--- src/sv/tkvt_pkg.sv ---
// Package for the tagged key-value table: sizes, operation codes and reset values.
`default_nettype none
package tkvt_pkg;

  localparam int ENTRIES_DEF    = 8;
  localparam int TAGS_DEF       = 4;
  localparam int IN_TAGS        = 4;

  localparam int KEY_W          = 32;
  localparam int TAG_CNT_W      = 3;
  localparam int CAP_W          = 4;
  localparam int OCC_W          = 4;

  localparam logic [CAP_W-1:0] CAP_RESET = 4'd8;

  localparam logic [1:0] OP_ADD    = 2'd0;
  localparam logic [1:0] OP_GET    = 2'd1;
  localparam logic [1:0] OP_REMOVE = 2'd2;
  localparam logic [1:0] OP_CLEAR  = 2'd3;

endpackage
`default_nettype wire

--- src/sv/tkvt_req_if.sv ---
// Request channel: one table operation per item.
`default_nettype none
interface tkvt_req_if;
  logic               valid;
  logic               ready;
  logic        [1:0]  op;
  logic signed [31:0] key;
  logic signed [31:0] value;
  logic signed [31:0] tag_a;
  logic signed [31:0] tag_b;
  logic signed [31:0] tag_c;
  logic signed [31:0] tag_d;
  logic        [2:0]  tag_count;
  logic signed [31:0] search_tag;

  modport source (output valid, op, key, value, tag_a, tag_b, tag_c, tag_d,
                  tag_count, search_tag, input ready);
  modport sink   (input valid, op, key, value, tag_a, tag_b, tag_c, tag_d,
                  tag_count, search_tag, output ready);
endinterface
`default_nettype wire

--- src/sv/tkvt_rsp_if.sv ---
// Response channel: one result item per request.
`default_nettype none
interface tkvt_rsp_if;
  logic               valid;
  logic               ready;
  logic               ok;
  logic signed [31:0] found_value;
  logic signed [31:0] found_tag_a;
  logic signed [31:0] found_tag_b;
  logic signed [31:0] found_tag_c;
  logic signed [31:0] found_tag_d;
  logic        [2:0]  found_tag_count;
  logic        [3:0]  occupancy;

  modport source (output valid, ok, found_value, found_tag_a, found_tag_b, found_tag_c,
                  found_tag_d, found_tag_count, occupancy, input ready);
  modport sink   (input valid, ok, found_value, found_tag_a, found_tag_b, found_tag_c,
                  found_tag_d, found_tag_count, occupancy, output ready);
endinterface
`default_nettype wire

--- src/sv/tagged_key_value_table.sv ---
// Tagged key-value table: parallel slot search, one operation per cycle unless stalled.
//
//  channel | dir | handshake     | payload
//  --------+-----+---------------+---------------------------------------------------
//  req     | in  | valid/ready   | op, key, value, tag_a..tag_d, tag_count, search_tag
//  rsp     | out | valid/ready   | ok, found_value, found_tag_a..d, found_tag_count,
//          |     |               | occupancy
//  cfg     | in  | cfg_we        | cfg_wdata = capacity
//
// An item is accepted into the input register and is resolved against the slot
// registers on its way into the result register, one item per cycle sustained while
// the result is not stalled. All ENTRIES keys and ENTRIES*TAGS_PER_ENTRY tags are
// compared in parallel in that one step. A stalled result holds the result and input
// registers; an empty input register still takes one more item. Synchronous reset
// empties the table and sets capacity to 8.
`default_nettype none
module tagged_key_value_table
  import tkvt_pkg::*;
#(
  parameter int ENTRIES        = ENTRIES_DEF,
  parameter int TAGS_PER_ENTRY = TAGS_DEF
) (
  input  wire logic             clk,
  input  wire logic             rst,
  tkvt_req_if.sink              req,
  tkvt_rsp_if.source            rsp,
  input  wire logic             cfg_we,
  input  wire logic [CAP_W-1:0] cfg_wdata
);

  localparam int SW   = (ENTRIES > 1) ? $clog2(ENTRIES) : 1;
  localparam int TPW  = (TAGS_PER_ENTRY > 1) ? $clog2(TAGS_PER_ENTRY) : 1;
  localparam int TCW  = $clog2(TAGS_PER_ENTRY + 1);
  localparam int CW   = $clog2(ENTRIES + 1);
  localparam int CMPW = (CW > CAP_W) ? CW : CAP_W;
  localparam int LIM  = (TAGS_PER_ENTRY < IN_TAGS) ? TAGS_PER_ENTRY : IN_TAGS;

  // configuration
  logic [CAP_W-1:0] capacity;

  // table
  logic [ENTRIES-1:0] slot_valid;
  logic [ENTRIES-1:0] slot_valid_next;
  logic [KEY_W-1:0]   slot_key   [ENTRIES];
  logic [KEY_W-1:0]   slot_value [ENTRIES];
  logic [KEY_W-1:0]   slot_tags  [ENTRIES][TAGS_PER_ENTRY];
  logic [TCW-1:0]     slot_tag_count [ENTRIES];

  // input register
  logic                 s1_valid;
  logic [1:0]           s1_op;
  logic [KEY_W-1:0]     s1_key;
  logic [KEY_W-1:0]     s1_value;
  logic [KEY_W-1:0]     s1_tag [IN_TAGS];
  logic [TAG_CNT_W-1:0] s1_tag_count;
  logic [KEY_W-1:0]     s1_search_tag;

  // result register
  logic                 out_valid;
  logic                 out_ok;
  logic [KEY_W-1:0]     out_value;
  logic [KEY_W-1:0]     out_tag [IN_TAGS];
  logic [TAG_CNT_W-1:0] out_tag_count;
  logic [OCC_W-1:0]     out_occupancy;

  logic fire;
  logic accept;

  // lookup
  logic [ENTRIES-1:0] key_hit;
  logic [ENTRIES-1:0] tag_hit;
  logic               any_key_hit;
  logic [SW-1:0]      hit_idx;
  logic               any_free;
  logic [SW-1:0]      free_idx;
  logic [CMPW-1:0]    occ;
  logic [CMPW-1:0]    occ_after;
  logic               add_ok;

  // tag set for add
  logic [TAG_CNT_W-1:0] tcnt_sat;
  logic [LIM-1:0]       keep;
  logic [TPW-1:0]       pos [LIM];
  logic [KEY_W-1:0]     new_tags [TAGS_PER_ENTRY];
  logic [TCW-1:0]       new_count;

  // get results
  logic [TCW-1:0]       get_count;
  logic [KEY_W-1:0]     get_tag [IN_TAGS];

  logic                 res_ok;

  assign fire      = s1_valid && (!out_valid || rsp.ready);
  assign req.ready = !s1_valid || fire;
  assign accept    = req.valid && req.ready;

  always_ff @(posedge clk) begin
    if (rst) begin
      capacity <= CAP_RESET;
    end else if (cfg_we) begin
      capacity <= cfg_wdata;
    end
  end

  always_ff @(posedge clk) begin
    if (rst) begin
      s1_valid <= 1'b0;
    end else if (req.ready) begin
      s1_valid <= req.valid;
    end
  end

  always_ff @(posedge clk) begin
    if (accept) begin
      s1_op         <= req.op;
      s1_key        <= req.key;
      s1_value      <= req.value;
      s1_tag[0]     <= req.tag_a;
      s1_tag[1]     <= req.tag_b;
      s1_tag[2]     <= req.tag_c;
      s1_tag[3]     <= req.tag_d;
      s1_tag_count  <= req.tag_count;
      s1_search_tag <= req.search_tag;
    end
  end

  always_comb begin
    any_key_hit = 1'b0;
    hit_idx     = '0;
    any_free    = 1'b0;
    free_idx    = '0;
    occ         = '0;
    for (int i = ENTRIES - 1; i >= 0; i--) begin
      key_hit[i] = slot_valid[i] && (slot_key[i] == s1_key);
      tag_hit[i] = 1'b0;
      for (int t = 0; t < TAGS_PER_ENTRY; t++) begin
        if (TCW'(t) < slot_tag_count[i] && slot_tags[i][t] == s1_search_tag) begin
          tag_hit[i] = slot_valid[i];
        end
      end
      if (key_hit[i]) begin
        any_key_hit = 1'b1;
        hit_idx     = SW'(i);
      end
      if (!slot_valid[i]) begin
        any_free = 1'b1;
        free_idx = SW'(i);
      end
    end
    for (int i = 0; i < ENTRIES; i++) begin
      occ = occ + CMPW'(slot_valid[i]);
    end
    add_ok = (occ < CMPW'(capacity)) && any_free && !any_key_hit;
  end

  // first occurrence of each tag kept, packed in order
  always_comb begin
    tcnt_sat  = (s1_tag_count > TAG_CNT_W'(LIM)) ? TAG_CNT_W'(LIM) : s1_tag_count;
    new_count = '0;
    for (int p = 0; p < TAGS_PER_ENTRY; p++) begin
      new_tags[p] = '0;
    end
    for (int t = 0; t < LIM; t++) begin
      keep[t] = TAG_CNT_W'(t) < tcnt_sat;
      for (int u = 0; u < t; u++) begin
        if (s1_tag[u] == s1_tag[t]) begin
          keep[t] = 1'b0;
        end
      end
      pos[t] = TPW'(new_count);
      if (keep[t]) begin
        new_tags[pos[t]] = s1_tag[t];
        new_count        = new_count + 1'b1;
      end
    end
  end

  always_comb begin
    get_count = (slot_tag_count[hit_idx] > TCW'(LIM)) ? TCW'(LIM) : slot_tag_count[hit_idx];
    for (int t = 0; t < IN_TAGS; t++) begin
      get_tag[t] = '0;
    end
    for (int t = 0; t < LIM; t++) begin
      if (TCW'(t) < get_count) begin
        get_tag[t] = slot_tags[hit_idx][t];
      end
    end
  end

  always_comb begin
    slot_valid_next = slot_valid;
    res_ok          = 1'b1;
    case (s1_op)
      OP_ADD: begin
        res_ok = add_ok;
        if (add_ok) begin
          slot_valid_next[free_idx] = 1'b1;
        end
      end
      OP_GET: begin
        res_ok = any_key_hit;
      end
      OP_REMOVE: begin
        slot_valid_next = slot_valid & ~tag_hit;
      end
      OP_CLEAR: begin
        slot_valid_next = '0;
      end
      default: begin
        slot_valid_next = slot_valid;
      end
    endcase
    occ_after = '0;
    for (int i = 0; i < ENTRIES; i++) begin
      occ_after = occ_after + CMPW'(slot_valid_next[i]);
    end
  end

  always_ff @(posedge clk) begin
    if (rst) begin
      slot_valid <= '0;
    end else if (fire) begin
      slot_valid <= slot_valid_next;
    end
  end

  always_ff @(posedge clk) begin
    if (fire && s1_op == OP_ADD && add_ok) begin
      slot_key[free_idx]       <= s1_key;
      slot_value[free_idx]     <= s1_value;
      slot_tag_count[free_idx] <= new_count;
      for (int p = 0; p < TAGS_PER_ENTRY; p++) begin
        slot_tags[free_idx][p] <= new_tags[p];
      end
    end
  end

  always_ff @(posedge clk) begin
    if (rst) begin
      out_valid <= 1'b0;
    end else if (fire) begin
      out_valid <= 1'b1;
    end else if (rsp.ready) begin
      out_valid <= 1'b0;
    end
  end

  always_ff @(posedge clk) begin
    if (fire) begin
      out_ok        <= res_ok;
      out_occupancy <= occ_after[OCC_W-1:0];
      if (s1_op == OP_GET && any_key_hit) begin
        out_value     <= slot_value[hit_idx];
        out_tag_count <= TAG_CNT_W'(get_count);
        for (int t = 0; t < IN_TAGS; t++) begin
          out_tag[t] <= get_tag[t];
        end
      end else begin
        out_value     <= '0;
        out_tag_count <= '0;
        for (int t = 0; t < IN_TAGS; t++) begin
          out_tag[t] <= '0;
        end
      end
    end
  end

  assign rsp.valid           = out_valid;
  assign rsp.ok              = out_ok;
  assign rsp.found_value     = out_value;
  assign rsp.found_tag_a     = out_tag[0];
  assign rsp.found_tag_b     = out_tag[1];
  assign rsp.found_tag_c     = out_tag[2];
  assign rsp.found_tag_d     = out_tag[3];
  assign rsp.found_tag_count = out_tag_count;
  assign rsp.occupancy       = out_occupancy;

endmodule
`default_nettype wire

--- src/flat_wrapper.sv ---
// flat-port wrapper written by rule: the top's interface ports become plain ports
module tagged_key_value_table_flat import tkvt_pkg::*;
#(
  parameter int ENTRIES        = ENTRIES_DEF,
  parameter int TAGS_PER_ENTRY = TAGS_DEF
)
  (clk, rst, cfg_we, cfg_wdata, req_valid, req_op, req_key, req_value, req_tag_a, req_tag_b, req_tag_c, req_tag_d, req_tag_count, req_search_tag, req_ready, rsp_valid, rsp_ok, rsp_found_value, rsp_found_tag_a, rsp_found_tag_b, rsp_found_tag_c, rsp_found_tag_d, rsp_found_tag_count, rsp_occupancy, rsp_ready);
  tkvt_req_if req_i ();
  tkvt_rsp_if rsp_i ();
  input  wire logic clk;
  input  wire logic rst;
  input  wire logic cfg_we;
  input  wire logic [CAP_W-1:0] cfg_wdata;
  input wire logic [$bits(req_i.valid)-1:0] req_valid;
  input wire logic [$bits(req_i.op)-1:0] req_op;
  input wire logic [$bits(req_i.key)-1:0] req_key;
  input wire logic [$bits(req_i.value)-1:0] req_value;
  input wire logic [$bits(req_i.tag_a)-1:0] req_tag_a;
  input wire logic [$bits(req_i.tag_b)-1:0] req_tag_b;
  input wire logic [$bits(req_i.tag_c)-1:0] req_tag_c;
  input wire logic [$bits(req_i.tag_d)-1:0] req_tag_d;
  input wire logic [$bits(req_i.tag_count)-1:0] req_tag_count;
  input wire logic [$bits(req_i.search_tag)-1:0] req_search_tag;
  output wire logic [$bits(req_i.ready)-1:0] req_ready;
  output wire logic [$bits(rsp_i.valid)-1:0] rsp_valid;
  output wire logic [$bits(rsp_i.ok)-1:0] rsp_ok;
  output wire logic [$bits(rsp_i.found_value)-1:0] rsp_found_value;
  output wire logic [$bits(rsp_i.found_tag_a)-1:0] rsp_found_tag_a;
  output wire logic [$bits(rsp_i.found_tag_b)-1:0] rsp_found_tag_b;
  output wire logic [$bits(rsp_i.found_tag_c)-1:0] rsp_found_tag_c;
  output wire logic [$bits(rsp_i.found_tag_d)-1:0] rsp_found_tag_d;
  output wire logic [$bits(rsp_i.found_tag_count)-1:0] rsp_found_tag_count;
  output wire logic [$bits(rsp_i.occupancy)-1:0] rsp_occupancy;
  input wire logic [$bits(rsp_i.ready)-1:0] rsp_ready;
  assign req_i.valid = req_valid;
  assign req_i.op = req_op;
  assign req_i.key = req_key;
  assign req_i.value = req_value;
  assign req_i.tag_a = req_tag_a;
  assign req_i.tag_b = req_tag_b;
  assign req_i.tag_c = req_tag_c;
  assign req_i.tag_d = req_tag_d;
  assign req_i.tag_count = req_tag_count;
  assign req_i.search_tag = req_search_tag;
  assign req_ready = req_i.ready;
  assign rsp_valid = rsp_i.valid;
  assign rsp_ok = rsp_i.ok;
  assign rsp_found_value = rsp_i.found_value;
  assign rsp_found_tag_a = rsp_i.found_tag_a;
  assign rsp_found_tag_b = rsp_i.found_tag_b;
  assign rsp_found_tag_c = rsp_i.found_tag_c;
  assign rsp_found_tag_d = rsp_i.found_tag_d;
  assign rsp_found_tag_count = rsp_i.found_tag_count;
  assign rsp_occupancy = rsp_i.occupancy;
  assign rsp_i.ready = rsp_ready;
  tagged_key_value_table #(.ENTRIES(ENTRIES), .TAGS_PER_ENTRY(TAGS_PER_ENTRY)) u_core (.clk(clk), .rst(rst), .req(req_i), .rsp(rsp_i), .cfg_we(cfg_we), .cfg_wdata(cfg_wdata));
endmodule
--- config.mk ---
export PLATFORM = sky130hd
export DESIGN_NAME = tagged_key_value_table_flat
export DESIGN_NICKNAME = d
export VERILOG_FILES = /design/src/sv/tkvt_pkg.sv /design/src/sv/tkvt_req_if.sv /design/src/sv/tkvt_rsp_if.sv /design/src/sv/tagged_key_value_table.sv /design/src/flat_wrapper.sv
export SDC_FILE = /design/constraint.sdc
export NUM_CORES = 2
export LEC_CHECK = 0
export ABC_CLOCK_PERIOD_IN_PS = 16400
export BUFFER_PORTS_ARGS = -buffer_cell sky130_fd_sc_hd__buf_2
export CAP_MARGIN = 20
export CORE_MARGIN = 3
export CORE_UTILIZATION = 37
export CTS_BUF_LIST = sky130_fd_sc_hd__clkbuf_2 sky130_fd_sc_hd__clkbuf_4 sky130_fd_sc_hd__clkbuf_8
export DETAILED_ROUTE_END_ITERATION = 6
export GPL_ROUTABILITY_DRIVEN = 0
export PLACE_DENSITY_LB_ADDON = 0.2
export SYNTH_ARGS = -nofsm -noshare
export SYNTH_HDL_FRONTEND = slang
export SYNTH_SLANG_ARGS = --single-unit
export TNS_END_PERCENT = 30
--- constraint.sdc ---
create_clock -name clk -period 16.4 [get_ports clk]
set_input_delay 0 -clock clk [delete_from_list [all_inputs] [get_ports clk]]
set_output_delay 0 -clock clk [all_outputs]
set_load 0.05 [all_outputs]
==> Implementation_results.wiki <==
{| class="wikitable"
! Metric !! Value
|-
| Run status || complete, no violations
|-
| Number of synthesized flops with an enable pin || ~1900
|-
| Synth Register Bits || 1971
|-
| Startpoint of the tightest hold check path || req_tag_a[30]
|-
| Fmax || ~120 MHz
|-
| Sw power || roughly 2.9 mW
|-
| CTS Hold Bufs || roughly 480
|-
| Min Clock Period, post-route || 8.51 ns
|-
| Initial antenna violation count || 25
|-
| Type of the tightest min-delay check || input port to flip-flop
|-
| Clk sink count || approximately 2000
|-
| DRC Markers || 0
|-
| Portion of total power attributed to combinational logic || 8.5%
|-
| H-tree level count || 5
|-
| Cells on worst reg2reg path || 21
|-
| Worst reg2reg path endpoint || u_core.slot_tags[7][70]$_DFFE_PP_
|-
| Maximum VDD drop || about 0.094 mV
|-
| Area of the die || roughly 260000 um2
|-
| Count of non-filler cells in the finished layout || approximately 12000
|-
| Part of the cycle the worst path needs || roughly half
|-
| Number of maximum-capacitance constraint violations || 0
|-
| Max-slew violation total from the final report || 0
|-
| Area growth from synthesis to final layout || 18.8%
|-
| Fraction of power consumed by sequential logic || approximately 50%
|-
| Number of cells upsized or downsized after cts || 0
|-
| Final setup viols || 0
|-
| Net Count, Synth || between 7000 and 8000
|-
| Synthesized instance count || approximately 7700
|-
| Data arrival, critical path || between 9 and 10 ns
|-
| Maximum number of buffers from clock root to sink || 4
|-
| Final antenna-violating net count || 0
|-
| Slew at the pin with the worst max-slew slack || 1.33 ns
|-
| Placeable core region || between 200000 and 300000 um2
|-
| CP required || 17.10 ns
|-
| Slew headroom || a little under an eighth
|-
| Clock input transition at the sequential cells of the worst setup and hold paths || ~0.06 ns
|-
| Final nets || between 8000 and 9000
|-
| Share of final-layout standard cells stronger than drive strength 1 || between 15 and 20%
|-
| Clock insertion delay at the later pin of the skew report || roughly 1.2 ns
|-
| First DRT Iteration DRCs || 10400
|-
| Chip height || 514 um
|-
| Number of global-route vias before repair || roughly 70000
|-
| Initial Util || between 30% and 40%
|-
| Primary flip-flop cell chosen by synthesis mapping || edfxtp_1
|-
| Number of vias in the routed layout || ~72000
|-
| Launching point of the worst reg2reg path || u_core.slot_valid[0]$_SDFFE_PP0P_
|-
| Post-CTS setup buffers || 0
|-
| Final Hold Vio Count || 0
|-
| HPWL after detailed placement || between 200000 and 300000 um
|-
| Register-to-register setup slack || 7.89 ns
|-
| Power share of the clock group || around two fifths
|-
| Worst Hold Path EP || u_core.s1_tag[0][30]$_DFFE_PP_
|-
| Number of placement rows || 185
|-
| Count of unique library cells instantiated by Yosys || between 70 and 80
|-
| Largest net degree at the start of global routing || approximately 160
|-
| Maximum fanout along the worst path || 45
|-
| Cell Count Post-Placement || roughly 11000
|-
| Overall die width || between 500 and 600 um
|-
| RSZ-0062 raised after global routing || no
|-
| Setup crit start kind || flip-flop
|-
| CP Capture Type || flip-flop
|-
| Post-synth ARST share || 0%
|-
| Synthesized area || between 90000 and 100000 um2
|-
| Count of pins on the block boundary || 408
|-
| GRT Resource Usage Total || between 20% and 30%
|-
| Pleak || a little under 40 nW
|-
| Cts bufs inserted || roughly 370
|-
| Count of buffers inserted at the top-level ports || approximately 400
|-
| Cell-internal power || between 8 and 9 mW
|-
| Hold path cells || 3
|-
| Cell chosen for the clock root || clkbuf_8
|-
| Number of synthesis warnings || 0
|-
| Overflow left after global routing || 0
|-
| Aggregate negative setup slack || 0 ns
|-
| Clock tree from TritonCTS || built
|-
| Global-route wire length before repair || 543000 um
|-
| Critical path class || flip-flop to flip-flop
|-
| Syn avg cell area || roughly 12 um2
|-
| Final setup skew || 0.153 ns
|-
| Fraction of the yosys area taken by sequential cells || 60.9%
|-
| Switching fraction of total power || 25.6%
|-
| First-pass iteration count of the detailed router || 7
|-
| Routed len/inst || around 32 um
|-
| DRT Wirelength || 394000 um
|-
| Number of vias per cell after detailed routing || 5.90
|-
| Power density cells || approximately 100 nW/um2
|}
## sequential cells by signal, summed over array words and instances, names as in the netlist
signal and flops:
u_core.s1_valid 1, u_core.slot_key 256, u_core.s1_tag_count 3, u_core.rsp.ok 1
u_core.rsp.found_tag_count 3, u_core.s1_tag 128, u_core.slot_valid 8, u_core.rsp.found_value 32
u_core.out_tag 128, u_core.s1_op 2, u_core.slot_tag_count 24, u_core.rsp.occupancy 4
u_core.slot_tags 1024, u_core.s1_key 32, u_core.slot_value 256, u_core.s1_search_tag 32
u_core.s1_value 32, u_core.rsp.valid 1, u_core.capacity 4
## power by group through the flow
stage	Combinational (mW)	Sequential [mW]	Clock, mW
floorplan	0.421	5.80	0
global placement	0.828	5.83	0
detailed placement	0.833	5.83	0
CTS	0.924	5.72	4.72
global route	0.987	5.73	4.96
finish	0.960	5.73	4.67
## worst max-delay path, stage by stage, from the launching register on
cell,delay (ns)
dfxtp_1,0.51
ha_1,0.30
inv_1,0.09
fa_1,0.44
fa_1,0.49
inv_1,0.05
fa_1,0.38
inv_1,0.11
fa_1,0.39
inv_1,0.07
ha_1,0.22
a21oi_1,0.13
nor2b_1,0.06
o21ai_0,0.19
o311ai_0,0.19
nor4_1,0.69
nor2b_1,0.35
nand4_1,0.46
nor2_4,0.80
buf_4,0.64
buf_4,0.66
buf_4,0.79
## layout make-up
type | instances | area, um2
Sequential cell | 1971 | 58100
Clock buffer | 512 | 6250
Fill cell | 23300 | 142000
Antenna cell | 12 | 30.0
Timing Repair Buffer | 1130 | 8810
Tap cell | 3366 | 4210
Multi-Input combinational cell | 5045 | 34900
Clock inverter | 135 | 716
Inverter | 64 | 240
## worst max path at each step
stage | startpoint | end | slack (ns) | depth (start not counted)
after detailed placement | u_core.slot_valid[0]$_SDFFE_PP0P_ | u_core.slot_value[7][31]$_DFFE_PP_ | 8.05 | 21
final | u_core.slot_valid[0]$_SDFFE_PP0P_ | u_core.slot_tags[7][70]$_DFFE_PP_ | 7.89 | 21
after floorplan | u_core.slot_valid[1]$_SDFFE_PP0P_ | u_core.slot_key[6][0]$_DFFE_PP_ | 3.45 | 18
after global routing | u_core.slot_valid[1]$_SDFFE_PP0P_ | u_core.slot_tags[7][70]$_DFFE_PP_ | 7.50 | 21
after CTS | u_core.slot_valid[1]$_SDFFE_PP0P_ | u_core.slot_tags[7][70]$_DFFE_PP_ | 7.95 | 21
after global placement | u_core.slot_valid[0]$_SDFFE_PP0P_ | u_core.slot_value[7][18]$_DFFE_PP_ | 7.99 | 21
## cells by family (layout without fill, tap and decap cells)
family,after synthesis,count (layout),synth area share [%]
xor+xnor,1472,1472,13.5
buf+inv,654,1841,2.78
flops,1971,1971,60.9
simple gates,2210,2210,11.0
mux,332,332,3.62
compound gates,1008,1008,7.82
other cells,0,12,0
fa+ha+maj,23,23,0.365
## routing by layer
layer  wire, um  vias up  global-route usage (%)
li1           -    30200                       -
met1     159000    36400                    39.8
met2     168000     4772                    42.3
met3      46500      844                    7.75
met4      19700        6                    13.0
met5         59        -                       0
## synthesized netlist by cell type, types with 8 or more instances
cell | n | area [um2]
edfxtp_1 | 1861 | 55900
or3_1 | 8 | 50.1
o211ai_1 | 132 | 991
a22oi_1 | 130 | 976
nor3_1 | 82 | 410
mux2i_1 | 231 | 2310
a221oi_1 | 63 | 552
xor2_1 | 584 | 5110
o22ai_1 | 8 | 50.1
o31ai_2 | 30 | 375
buf_1 | 102 | 383
and2_1 | 8 | 50.1
nand2b_1 | 21 | 131
inv_1 | 64 | 240
a211oi_1 | 38 | 285
nand2_1 | 978 | 3670
buf_4 | 13 | 97.6
fa_1 | 8 | 160
o22a_1 | 32 | 280
dfxtp_1 | 110 | 2200
a21oi_1 | 118 | 591
o41ai_1 | 8 | 70.1
buf_2 | 89 | 445
nand3_1 | 466 | 2330
nand4_1 | 247 | 1550
o21ai_0 | 149 | 746
a22o_1 | 194 | 1700
o21ai_1 | 34 | 170
ha_1 | 15 | 188
mux2_2 | 100 | 1130
nor2b_1 | 8 | 50.1
nor2_1 | 115 | 432
clkbuf_1 | 381 | 1430
o2111ai_1 | 43 | 377
xnor2_1 | 888 | 7780
and3_1 | 8 | 50.1
nor4_1 | 230 | 1440
## per-stage QoR
stage | utilization (%) | hold WS (ns) | total power [mW] | area, um2 | worst slack, ns
global route | 44.4 | 0.0663 | 11.7 | 113000 | 7.50
CTS | 44.3 | 0.0175 | 11.4 | 113000 | 7.95
finish | 44.4 | 0.0948 | 11.4 | 113000 | 7.89
global placement | 39.7 | 0.176 | 6.65 | 101000 | 7.99
floorplan | - | 0.0793 | 6.22 | 95400 | 3.45
detailed placement | 39.7 | 0.178 | 6.66 | 101000 | 8.05
## layout by cell type, fill, tap and decap left out, types with 11 or more instances in the layout
cell              n
a22oi_1         130
edfxtp_1       1861
buf_2           408
xnor2_1         888
dfxtp_1         110
nor3_1           82
o21ai_1          35
clkinv_2         23
o22a_1           32
inv_1            62
o21ai_0         143
dlygate4sd3_1   484
mux2i_1         231
diode_2          12
clkbuf_4        128
clkinv_1         95
nor2_4           13
clkbuf_8        385
o31ai_2          30
a221oi_1         63
o2111ai_1        43
nand2_1         975
a21oi_1         114
nand3_1         464
nand2b_1         20
buf_12           11
nor4_1          227
buf_4           225
xor2_1          584
ha_1             15
a211oi_1         38
nand4_1         247
a22o_1          194
o211ai_1        132
mux2_2          100
nor2_1          101
(Power assumes the default switching activity.)
